**config.mk**
```make
export PLATFORM = sky130hd
export DESIGN_NAME = epoch_seconds_to_calendar_and_fat_top_flat
export DESIGN_NICKNAME = d
export VERILOG_FILES = /design/src/sv/e2c_pkg.sv /design/src/sv/e2c_epoch_if.sv /design/src/sv/e2c_cal_if.sv /design/src/sv/epoch_seconds_to_calendar_and_fat_top.sv /design/src/flat_wrapper.sv
export SDC_FILE = /design/constraint.sdc
export NUM_CORES = 2
export LEC_CHECK = 0
export BUFFER_PORTS_ARGS = -buffer_cell sky130_fd_sc_hd__buf_2
export CAP_MARGIN = 20
export CORE_MARGIN = 4
export CORE_UTILIZATION = 51
export DETAILED_ROUTE_END_ITERATION = 10
export GPL_TIMING_DRIVEN = 0
export HOLD_SLACK_MARGIN = 0.15
export PLACE_DENSITY_LB_ADDON = 0.1
export SLEW_MARGIN = 10
export SYNTH_ARGS = -nofsm -noshare
export SYNTH_HDL_FRONTEND = slang
export SYNTH_SLANG_ARGS = --single-unit
export TNS_END_PERCENT = 20
```
**constraint.sdc**
```tcl
create_clock -name clk -period 6.9 [get_ports clk]
set_input_delay 1.38 -clock clk [delete_from_list [all_inputs] [get_ports clk]]
set_output_delay 1.38 -clock clk [all_outputs]
set_load 0.1 [all_outputs]
```
**src/sv/e2c_pkg.sv**
```systemverilog
// Constants, widths and the month table of the epoch-to-calendar block.
package e2c_pkg;

	localparam int EpochW = 32;
	localparam int SecW   = 6;
	localparam int MinW   = 6;
	localparam int HourW  = 5;
	localparam int DayW   = 5;
	localparam int MonW   = 4;
	localparam int YearW  = 12;
	localparam int FatW   = 32;
	localparam int DoyW   = 9;   // day of year, 0..365

	// Reciprocal multipliers: x/15 = (x*M15)>>35, x/3 = (x*M3)>>33 for 32-bit x
	localparam logic [31:0] DivBy15Magic = 32'h8888_8889;
	localparam logic [31:0] DivBy3Magic  = 32'hAAAA_AAAB;
	// days/1461 = (days*M)>>26, exact for days below 94519
	localparam logic [15:0] DivBy1461Magic = 16'd45934;

	localparam int DaysPerCycle = 1461;
	localparam int YearLen      = 365;
	localparam int LeapLen      = 366;
	localparam int BaseYear     = 1970;
	localparam int FatBaseYear  = 1980;

	localparam logic [10:0] Yr1Start = 11'(YearLen);
	localparam logic [10:0] Yr2Start = 11'(2 * YearLen);
	localparam logic [10:0] Yr3Start = 11'(2 * YearLen + LeapLen);

	// First day of year (0-based) of month index m0 (0 = January)
	function automatic logic [DoyW-1:0] month_start(input logic [MonW-1:0] m0,
		input logic leap);
		logic [DoyW-1:0] base;
		case (m0)
			4'd0:    base = 9'd0;
			4'd1:    base = 9'd31;
			4'd2:    base = 9'd59;
			4'd3:    base = 9'd90;
			4'd4:    base = 9'd120;
			4'd5:    base = 9'd151;
			4'd6:    base = 9'd181;
			4'd7:    base = 9'd212;
			4'd8:    base = 9'd243;
			4'd9:    base = 9'd273;
			4'd10:   base = 9'd304;
			4'd11:   base = 9'd334;
			default: base = 9'd0;
		endcase
		if (leap && m0 >= 4'd2) begin
			base = base + 9'd1;
		end
		return base;
	endfunction

endpackage

```
**src/sv/e2c_epoch_if.sv**
```systemverilog
// Valid/ready channel carrying one epoch-seconds timestamp.
interface e2c_epoch_if;
	import e2c_pkg::*;

	logic              valid;
	logic              ready;
	logic [EpochW-1:0] epoch_seconds;

	modport source(output valid, output epoch_seconds, input ready);
	modport sink(input valid, input epoch_seconds, output ready);
endinterface

```
**src/sv/e2c_cal_if.sv**
```systemverilog
// Valid/ready channel carrying one calendar date and FAT date-time result.
interface e2c_cal_if;
	import e2c_pkg::*;

	logic             valid;
	logic             ready;
	logic [SecW-1:0]  second_of_minute;
	logic [MinW-1:0]  minute_of_hour;
	logic [HourW-1:0] hour_of_day;
	logic [DayW-1:0]  day_of_month;
	logic [MonW-1:0]  month_of_year;
	logic [YearW-1:0] calendar_year;
	logic [FatW-1:0]  fat_word;
	logic             fat_status;

	modport source(output valid, output second_of_minute, output minute_of_hour,
		output hour_of_day, output day_of_month, output month_of_year,
		output calendar_year, output fat_word, output fat_status, input ready);
	modport sink(input valid, input second_of_minute, input minute_of_hour,
		input hour_of_day, input day_of_month, input month_of_year,
		input calendar_year, input fat_word, input fat_status, output ready);
endinterface

```
**src/sv/epoch_seconds_to_calendar_and_fat_top.sv**
```systemverilog
// Epoch seconds to calendar date and FAT date-time word, seven-stage pipeline.
//
//  channel | dir | payload                                  | transfer when
//  --------+-----+------------------------------------------+----------------------
//  ts      | in  | epoch_seconds[31:0]                      | ts.valid & ts.ready
//  cal     | out | sec,min,hour,day,month,year,fat word/flag | cal.valid & cal.ready
//
//  A transfer passes stages s1 to s7 in turn; one timestamp per cycle unless cal stalls.
//  Depth is set by the chain of reciprocal multiplies (/60, /60, /24, /1461),
//  each followed by a register, then year, month and FAT packing stages.
//  arst_n clears the stage valid bits only; data registers are not reset.
//  A stage loads when it is empty or the stage after it moves, so bubbles
//  close up while cal is stalled and nothing is dropped or repeated.
module epoch_seconds_to_calendar_and_fat_top (
	input logic clk,
	input logic arst_n,
	e2c_epoch_if.sink ts,
	e2c_cal_if.source cal
);
	import e2c_pkg::*;

	// Per-stage valid bits and load enables
	logic vld_s1, vld_s2, vld_s3, vld_s4, vld_s5, vld_s6, vld_s7;
	logic adv_s1, adv_s2, adv_s3, adv_s4, adv_s5, adv_s6, adv_s7;

	assign adv_s7 = !vld_s7 || cal.ready;
	assign adv_s6 = !vld_s6 || adv_s7;
	assign adv_s5 = !vld_s5 || adv_s6;
	assign adv_s4 = !vld_s4 || adv_s5;
	assign adv_s3 = !vld_s3 || adv_s4;
	assign adv_s2 = !vld_s2 || adv_s3;
	assign adv_s1 = !vld_s1 || adv_s2;
	assign ts.ready = adv_s1;

	always_ff @(posedge clk or negedge arst_n) begin
		if (!arst_n) begin
			vld_s1 <= 1'b0;
			vld_s2 <= 1'b0;
			vld_s3 <= 1'b0;
			vld_s4 <= 1'b0;
			vld_s5 <= 1'b0;
			vld_s6 <= 1'b0;
			vld_s7 <= 1'b0;
		end else begin
			if (adv_s1) vld_s1 <= ts.valid;
			if (adv_s2) vld_s2 <= vld_s1;
			if (adv_s3) vld_s3 <= vld_s2;
			if (adv_s4) vld_s4 <= vld_s3;
			if (adv_s5) vld_s5 <= vld_s4;
			if (adv_s6) vld_s6 <= vld_s5;
			if (adv_s7) vld_s7 <= vld_s6;
		end
	end

	// ---- Stage 1: total minutes = t/60 = (t>>2)/15 -------------------------
	logic [61:0] min_prod_c;
	logic [EpochW-1:0] t_s1;
	logic [26:0] qmin_s1;

	assign min_prod_c = 62'(ts.epoch_seconds[EpochW-1:2]) * 62'(DivBy15Magic);

	always_ff @(posedge clk) begin
		if (adv_s1 && ts.valid) begin
			t_s1    <= ts.epoch_seconds;
			qmin_s1 <= min_prod_c[61:35];
		end
	end

	// ---- Stage 2: seconds remainder, total hours = minutes/60 ---------------
	logic [32:0] qmin60_c;
	logic [56:0] hr_prod_c;
	logic [SecW-1:0] sec_s2;
	logic [5:0] qmin_lo_s2;
	logic [20:0] qhr_s2;

	// Remainder is below 64, so only the low bits of the subtraction matter
	assign qmin60_c  = {qmin_s1, 6'b0} - {4'b0, qmin_s1, 2'b0};
	assign hr_prod_c = 57'(qmin_s1[26:2]) * 57'(DivBy15Magic);

	always_ff @(posedge clk) begin
		if (adv_s2 && vld_s1) begin
			sec_s2     <= t_s1[5:0] - qmin60_c[5:0];
			qmin_lo_s2 <= qmin_s1[5:0];
			qhr_s2     <= hr_prod_c[55:35];
		end
	end

	// ---- Stage 3: minutes remainder, days = hours/24 = (hours>>3)/3 ---------
	logic [49:0] day_prod_c;
	logic [SecW-1:0] sec_s3;
	logic [MinW-1:0] min_s3;
	logic [4:0] qhr_lo_s3;
	logic [15:0] days_s3;

	assign day_prod_c = 50'(qhr_s2[20:3]) * 50'(DivBy3Magic);

	always_ff @(posedge clk) begin
		if (adv_s3 && vld_s2) begin
			sec_s3    <= sec_s2;
			min_s3    <= qmin_lo_s2 - {qhr_s2[3:0], 2'b0} * 6'd15;
			qhr_lo_s3 <= qhr_s2[4:0];
			days_s3   <= day_prod_c[48:33];
		end
	end

	// ---- Stage 4: hours remainder, four-year cycle = days/1461 --------------
	logic [31:0] cyc_prod_c;
	logic [SecW-1:0] sec_s4;
	logic [MinW-1:0] min_s4;
	logic [HourW-1:0] hr_s4;
	logic [15:0] days_s4;
	logic [5:0] cyc_s4;

	assign cyc_prod_c = 32'(days_s3) * 32'(DivBy1461Magic);

	always_ff @(posedge clk) begin
		if (adv_s4 && vld_s3) begin
			sec_s4  <= sec_s3;
			min_s4  <= min_s3;
			// days*24 = days*16 + days*8, low five bits
			hr_s4   <= qhr_lo_s3 - ({days_s3[0], 4'b0} + {days_s3[1:0], 3'b0});
			days_s4 <= days_s3;
			cyc_s4  <= cyc_prod_c[31:26];
		end
	end

	// ---- Stage 5: year within the cycle (365, 365, 366, 365) ----------------
	logic [16:0] cyc_days_c;
	logic [16:0] doc_full_c;
	logic [10:0] doc_c;
	logic [1:0] yoff_c;
	logic [10:0] doy_c;
	logic leap_c;
	logic [SecW-1:0] sec_s5;
	logic [MinW-1:0] min_s5;
	logic [HourW-1:0] hr_s5;
	logic [YearW-1:0] year_s5;
	logic [DoyW-1:0] doy_s5;
	logic leap_s5;

	assign cyc_days_c = 17'(cyc_s4) * 17'(DaysPerCycle);
	assign doc_full_c = {1'b0, days_s4} - cyc_days_c;
	assign doc_c      = doc_full_c[10:0];

	always_comb begin
		if (doc_c < Yr1Start) begin
			yoff_c = 2'd0;
			doy_c  = doc_c;
			leap_c = 1'b0;
		end else if (doc_c < Yr2Start) begin
			yoff_c = 2'd1;
			doy_c  = doc_c - Yr1Start;
			leap_c = 1'b0;
		end else if (doc_c < Yr3Start) begin
			yoff_c = 2'd2;
			doy_c  = doc_c - Yr2Start;
			leap_c = 1'b1;
		end else begin
			yoff_c = 2'd3;
			doy_c  = doc_c - Yr3Start;
			leap_c = 1'b0;
		end
	end

	always_ff @(posedge clk) begin
		if (adv_s5 && vld_s4) begin
			sec_s5  <= sec_s4;
			min_s5  <= min_s4;
			hr_s5   <= hr_s4;
			year_s5 <= 12'(BaseYear) + {4'b0, cyc_s4, 2'b0} + {10'b0, yoff_c};
			doy_s5  <= doy_c[DoyW-1:0];
			leap_s5 <= leap_c;
		end
	end

	// ---- Stage 6: month and day from the month-start table ------------------
	logic [MonW-1:0] mon_idx_c;
	logic [DoyW-1:0] dom0_c;
	logic [SecW-1:0] sec_s6;
	logic [MinW-1:0] min_s6;
	logic [HourW-1:0] hr_s6;
	logic [YearW-1:0] year_s6;
	logic [MonW-1:0] mon_s6;
	logic [DayW-1:0] day_s6;

	// Starts are increasing, so the last one passed is the month
	always_comb begin
		mon_idx_c = '0;
		for (int i = 1; i < 12; i++) begin
			if (doy_s5 >= month_start(MonW'(i), leap_s5)) begin
				mon_idx_c = MonW'(i);
			end
		end
	end

	assign dom0_c = doy_s5 - month_start(mon_idx_c, leap_s5);

	always_ff @(posedge clk) begin
		if (adv_s6 && vld_s5) begin
			sec_s6  <= sec_s5;
			min_s6  <= min_s5;
			hr_s6   <= hr_s5;
			year_s6 <= year_s5;
			mon_s6  <= mon_idx_c + 4'd1;
			day_s6  <= dom0_c[DayW-1:0] + 5'd1;
		end
	end

	// ---- Stage 7: FAT packing, output register ------------------------------
	logic fat_pre_c;
	logic [YearW-1:0] fat_yr_c;
	logic [FatW-1:0] fat_c;
	logic [SecW-1:0] sec_s7;
	logic [MinW-1:0] min_s7;
	logic [HourW-1:0] hr_s7;
	logic [YearW-1:0] year_s7;
	logic [MonW-1:0] mon_s7;
	logic [DayW-1:0] day_s7;
	logic [FatW-1:0] fat_s7;
	logic stat_s7;

	assign fat_pre_c = year_s6 < 12'(FatBaseYear);
	assign fat_yr_c  = year_s6 - 12'(FatBaseYear);
	assign fat_c     = fat_pre_c ? '0 :
		{fat_yr_c[6:0], mon_s6, day_s6, hr_s6, min_s6, sec_s6[5:1]};

	always_ff @(posedge clk) begin
		if (adv_s7 && vld_s6) begin
			sec_s7  <= sec_s6;
			min_s7  <= min_s6;
			hr_s7   <= hr_s6;
			year_s7 <= year_s6;
			mon_s7  <= mon_s6;
			day_s7  <= day_s6;
			fat_s7  <= fat_c;
			stat_s7 <= fat_pre_c;
		end
	end

	assign cal.valid            = vld_s7;
	assign cal.second_of_minute = sec_s7;
	assign cal.minute_of_hour   = min_s7;
	assign cal.hour_of_day      = hr_s7;
	assign cal.day_of_month     = day_s7;
	assign cal.month_of_year    = mon_s7;
	assign cal.calendar_year    = year_s7;
	assign cal.fat_word         = fat_s7;
	assign cal.fat_status       = stat_s7;

endmodule

```
**src/flat_wrapper.sv**
```systemverilog
// flat-port wrapper written by rule: the top's interface ports become plain ports
module epoch_seconds_to_calendar_and_fat_top_flat import e2c_pkg::*;
  (clk, arst_n, ts_valid, ts_epoch_seconds, ts_ready, cal_valid, cal_second_of_minute, cal_minute_of_hour, cal_hour_of_day, cal_day_of_month, cal_month_of_year, cal_calendar_year, cal_fat_word, cal_fat_status, cal_ready);
  e2c_epoch_if ts_i ();
  e2c_cal_if cal_i ();
  input logic clk;
  input logic arst_n;
  input wire logic [$bits(ts_i.valid)-1:0] ts_valid;
  input wire logic [$bits(ts_i.epoch_seconds)-1:0] ts_epoch_seconds;
  output wire logic [$bits(ts_i.ready)-1:0] ts_ready;
  output wire logic [$bits(cal_i.valid)-1:0] cal_valid;
  output wire logic [$bits(cal_i.second_of_minute)-1:0] cal_second_of_minute;
  output wire logic [$bits(cal_i.minute_of_hour)-1:0] cal_minute_of_hour;
  output wire logic [$bits(cal_i.hour_of_day)-1:0] cal_hour_of_day;
  output wire logic [$bits(cal_i.day_of_month)-1:0] cal_day_of_month;
  output wire logic [$bits(cal_i.month_of_year)-1:0] cal_month_of_year;
  output wire logic [$bits(cal_i.calendar_year)-1:0] cal_calendar_year;
  output wire logic [$bits(cal_i.fat_word)-1:0] cal_fat_word;
  output wire logic [$bits(cal_i.fat_status)-1:0] cal_fat_status;
  input wire logic [$bits(cal_i.ready)-1:0] cal_ready;
  assign ts_i.valid = ts_valid;
  assign ts_i.epoch_seconds = ts_epoch_seconds;
  assign ts_ready = ts_i.ready;
  assign cal_valid = cal_i.valid;
  assign cal_second_of_minute = cal_i.second_of_minute;
  assign cal_minute_of_hour = cal_i.minute_of_hour;
  assign cal_hour_of_day = cal_i.hour_of_day;
  assign cal_day_of_month = cal_i.day_of_month;
  assign cal_month_of_year = cal_i.month_of_year;
  assign cal_calendar_year = cal_i.calendar_year;
  assign cal_fat_word = cal_i.fat_word;
  assign cal_fat_status = cal_i.fat_status;
  assign cal_i.ready = cal_ready;
  epoch_seconds_to_calendar_and_fat_top u_core (.clk(clk), .arst_n(arst_n), .ts(ts_i), .cal(cal_i));
endmodule
```
Word-level counts from Yosys, hierarchy flattened

Memories as Yosys holds them, arrays and structs flattened.
Cells that the tools add are included.

Flip-flop bits (word level): 288
ROM bits: 144
Input port bits: 36
Output and inout bits: 73
Word-level logic and storage cells: 132
Memories: 1

Memories:

| name             | words | width | rd ports | clocked after Yosys merged registers in | wr ports | RTL line      | RTL |
|---|---|---|---|---|---|---|---|
| (name not given) | 16    | 9     | 1        | 0                                       | 0        | e2c_pkg.sv:34 | `case (m0)` |

$add $sub $neg: 16
Multiply operators: 6
$lt $le $gt $ge: 16
Mux-type cells: 29
Reduce and logical (&&, ||, !) cells: 23

Operator list:

| operator               | number |
|---|---|
| $mul 30x32->62 const B | 1 |
| $mul 25x32->56 const B | 1 |
| $mul 18x32->49 const B | 1 |
| $ge 9x8->1             | 4 |
| $mul 16x15->31 const B | 1 |
| $ge 9x9->1             | 3 |
| $mux 9                 | 3 |
| $mux 4                 | 5 |
| $ge 9x7->1             | 2 |
| $mux 3                 | 6 |
| $add 11x8->12 const A  | 1 |
| $add 12x2->12          | 1 |
| $lt 12x11->1 const B   | 1 |
| $mux 2                 | 6 |
| $sub 6x6->6            | 2 |
| $lt 11x10->1 const B   | 1 |
| $lt 11x11->1 const B   | 1 |
| $lt 11x9->1 const B    | 1 |
| $mul 6x11->11 const B  | 1 |
| $sub 11x11->11         | 1 |
| $add 5x1->5 const B    | 2 |
| $sub 5x5->5            | 2 |
| $ge 9x5->1 const B     | 1 |
| $ge 9x6->1             | 1 |
| other kinds (15)       | 41 |

Logic depth before layout (Yosys ltp)

Depth after elaboration: 17
Gate-level depth with buffers: 27
Gate-level depth less buffers: 27

Worst setup path after synthesis

Ideal clock, no wire load.

Kind: input to register
Start point: in ts_epoch_seconds[8]
End point: reg u_core.qmin_s1[15], data pin
Setup time: 0.258 ns
Data arrival time: 6.809 ns
Path slack: -0.167 ns
Stages: 21
Buffers on the path: 0
Cells stage by stage: ha_1 -> ha_1 -> inv_1 -> fa_1 -> inv_1 -> fa_1 -> inv_1 -> fa_1 -> inv_1 -> fa_1 -> ha_1 -> ha_1 -> nand4_1 -> or4_1 -> o211ai_1 -> a21oi_1 -> o41a_1 -> o31ai_1 -> o21a_1 -> o31a_1 -> xor2_1

Longest elaborated chain between the ends: 1

RTL lines:

| item                            | RTL line                                    | RTL |
|---|---|---|
| start, declared                 | flat_wrapper.sv:9                           | `input wire logic [$bits(ts_i.epoch_seconds)-1:0] ts_epoch_seconds;` |
| $mul 30x32->62                  | epoch_seconds_to_calendar_and_fat_top.sv:60 | `assign min_prod_c = 62'(ts.epoch_seconds[EpochW-1:2]) * 62'(DivBy15Magic);` |
| named net u_core.min_prod_c[50] | epoch_seconds_to_calendar_and_fat_top.sv:56 | `logic [61:0] min_prod_c;` |
| end signal, assigned            | epoch_seconds_to_calendar_and_fat_top.sv:65 | `qmin_s1 <= min_prod_c[61:35];` |
| end, declared                   | epoch_seconds_to_calendar_and_fat_top.sv:58 | `logic [26:0] qmin_s1;` |

The timed path passes the listed nets, and every way through them passes these cells.
A chain may end at the register's enable or synchronous reset.

Worst setup path after layout

Start point: in ts_epoch_seconds[18]
End point: reg u_core.qmin_s1[15], data pin

Same word-level chain as after synthesis.

==> run_results.csv <==
group,metric,value,unit
run_status,outcome,"finished clean",
worst_setup_path,r2r_slack,0.39,ns
logic_synthesis,synth_top_family_by_area,"adder cells",
grt,grt_pass1_vias,22574,
layout,final_cell_mix,"ha_1, inv_1, fa_1, edfxtp_1, a21oi_1",
worst_setup_path,crit_buf_inv,3,
worst_setup_path,worst_ep_arrival_time,7.02,ns
routing,drt-pass1-iter-count,7,
clock_network,h-tree-depth,2,
clock_network,clk_pin_slew,0.06,ns
place,hpwl,59300,um
routing,drcViolationCount,0,
layout,finish.utilization,56.9,%
worst_setup_path,r2r_end,"u_core.qhr_s2[20]",
clock_network,cts_buffers,35,
layout,layout-drive-gt1-share,8.46,%
layout,multi_input_area,0.0233,mm2
worst_setup_path,crit_chain,"buf_2, ha_4, ha_4, inv_1, fa_2, inv_2, fa_1, fa_1, fa_1, ha_4, ha_4, nand4_1, or4_4, o211ai_1, a21oi_2, o41a_1, o31ai_2, o21a_1, o31a_1, xor2_1",
layout,seq_area,0.00861,mm2
sta,slew_violations,0,
logic_synthesis,synth_fa_ha_area_share,51.7,%
sta,setup_ws,0.169,ns
worst_setup_path,required,7.19,ns
clock_network,cts_tree,"done",
logic_synthesis,synth-async-reset-ratio,2.43,%
logic_synthesis,synth_edf_count,281,
worst_setup_path,crit_start,"ts_epoch_seconds[18]",
worst_setup_path,endpoint,"u_core.qmin_s1[15]",
logic_synthesis,synth_top_area_share,27.2,%
worst_setup_path,cpPeakStageDelay,0.61,ns
logic_synthesis,synthFlopType,"edfxtp_1",
grt,grt_overflow,0,
worst_setup_path,crit_family,"adder cells",
worst_setup_path,cpMaxStageDelayCell,"fa_2",
sta,finalCritPeriodShare,97.6,%
logic_synthesis,synthMuxAreaShare,0.121,%
sta,setup_viol,0,
routing,postRouteAntennaNets,0,
logic_synthesis,yosysSeqAreaShare,25.2,%
worst_setup_path,reg2reg_from,"u_core.qmin_s1[13]",
die,die_width,267,um
layout,syn2layout_area_growth,9.85,%
place,dp_slack,-1.05,ns
routing,wirelength,67900,um
die,boundaryPins,109,
logic_synthesis,netlist_area,0.0342,mm2
clock_network,cts_sinks,288,
die,core-area,0.0661,mm2
worst_hold_path,holdCritStartpoint,"u_core.sec_s5[5]",
worst_setup_path,startpoint_type,"primary input",
place,dp_cells,3977,
die,start_util,51.8,%
logic_synthesis,synth_largest_area_cell,"ha_1",
logic_synthesis,ys_ff_latch,288,
die,die_height,267,um
layout,diodes,0,
worst_setup_path,crit_cells,20,
routing,dr.first_iter.drc_count,918,
routing,vias,21219,
logic_synthesis,synth_area_per_cell,11.4,um2
place,portBuffers,108,
grt,grtUsageTotal,19.6,%
layout,final_nets,4362,
logic_synthesis,synth_compound_area_share,6.91,%
sta,holdWs,0.405,ns
run,maxCapViolCount,0,
sta,slew_headroom,39.5,%
worst_setup_path,cpMostUsedCell,"ha_4",
sta,clock_skew,0.0274,ns
sta,period_minus_slack,6.73,ns
worst_hold_path,hold_class,"reg -> reg",
grt,antenna_found_initial,0,
logic_synthesis,synthCells,2999,
die,rows,94,
clock_network,cts_buffer_depth,3,
sta,worst_pin_slew,0.885,ns
place,place.gp.congestion,0.877,
logic_synthesis,yosysUniqueCellTypes,79,
logic_synthesis,synth_warnings,0,
sta,hold_viol,0,
layout,n_fill_cell,5686,
layout,fin_cells,4054,
logic_synthesis,ys_top_cells_by_area,"ha_1, edfxtp_1, fa_1, inv_1, xnor2_1",
worst_setup_path,r2r_cells,19,
sta,rsz0062_at_grt,"true",
grt,grt_pass1_wl,113000,um
logic_synthesis,yosys.area_share.simple,5.15,%
clock_network,clock_latency,0.55,ns
clock_network,ctsRootBufferMaster,"clkbuf_16",
grt,grt_max_degree,37,
worst_setup_path,critPathKind,"in -> reg",
logic_synthesis,synth_nets,4198,
worst_setup_path,path_max_fanout,4,
worst_setup_path,end_kind,"register",
routing,post_drt_wl_per_cell,16.8,um
layout,layout_commonest_cell,"ha_1",
routing,routed_via_density,5.23,
die,die_area,0.0713,mm2
sta,fmax,149,MHz
logic_synthesis,synth_xor_xnor_area_share,2.96,%
cell families after synthesis:
group	after synthesis
xor+xnor	115
buf+inv	725
fa+ha+maj	1163
mux	4
compound gates	358
simple gates	346
flops	288
cell usage after synthesis (4+ instances only):
cell / count
clkbuf_1: 10
nand2b_1: 17
nor3_1: 24
dfrtp_1: 7
fa_1: 420
nor2b_1: 18
nor2_1: 71
a21oi_1: 116
o21bai_1: 10
a41oi_1: 5
xor2_1: 39
a21o_1: 43
nand3_1: 29
o31ai_1: 5
o21ai_0: 61
xnor2_1: 75
or2_2: 11
and2_1: 41
o2111ai_1: 5
o21a_1: 19
edfxtp_1: 281
ha_1: 743
and3_1: 5
inv_1: 712
nand2_1: 77
nor4_1: 7
or4_1: 4
or3_1: 4
o211ai_1: 8
o21ai_1: 7
nand4_1: 26
a2111oi_0: 5
and4_1: 4
a211oi_1: 13
a31oi_1: 8
a211o_1: 7
o31a_1: 5
cell type report:
class	instances	area share (%)
multi-input cells	1986	61.8
flip-flops and latches	288	22.9
inverters	713	7.14
well taps	864	2.87
clock buffers	41	2.50
repair buffers	127	2.02
clock inverters	23	0.589
plain buffers	12	0.140
metrics by stage:
step / instance area, um2 / setup TNS (ns)
6_report: 37600 / 0
2_1_floorplan: 34300 / 0
3_3_place_gp: 35900 / -15.83
3_5_place_dp: 36000 / -15.34
4_1_cts: 37300 / 0
5_1_grt: 37600 / -0.0489
what timing repair did:
| action | in CTS | in global routing |
|---|---|---|
| hold buffers | 0 | 0 |
| setup endpoints to repair | 16 | 17 |
| pin swaps | 6 | 18 |
| gates resized for setup | 17 | 36 |
| buffers inserted | 4 | 9 |
worst reg2reg max path: cells and delay by family (launching register included):
| kind | cells | cell delay, ns |
|---|---|---|
| compound gates | 7 | 1.91 |
| fa+ha+maj | 7 | 3.25 |
| buf+inv | 2 | 0.12 |
| flops | 1 | 0.48 |
| simple gates | 3 | 0.45 |
worst min-delay path by stage:
stage | endpoint | slack, ns | cells after the start
floorplan | u_core.cal.second_of_minute[0] | 0.40 | 0
global placement | u_core.sec_s6[5] | 0.40 | 0
detailed placement | u_core.min_s4[1] | 0.40 | 0
CTS | u_core.sec_s6[5] | 0.41 | 0
global route | u_core.min_s4[0] | 0.42 | 0
finish | u_core.sec_s6[5] | 0.40 | 0
per-layer routing:
layer	GRT usage [%]	vias to the layer above	part of all wire, %
met2	33.4	271	48
met4	3.17	0	1.5
li1	-	10344	-
met3	2.37	72	3.1
met5	0	-	0
met1	27.6	10532	48
flip-flops by register name, summed over array words and instances (netlist names), 9 cells and up:
signal and cells:
u_core.cal.calendar_year 12, u_core.days_s4 11, u_core.cal.fat_word 32, u_core.qhr_s2 21, u_core.doy_s5 9, u_core.year_s5 12, u_core.qmin_s1 27, u_core.year_s6 12
u_core.days_s3 16
Power is left out: the tool's default activity adds up to more than one toggle a clock period on the data nets, which glitch-free logic cannot reach.
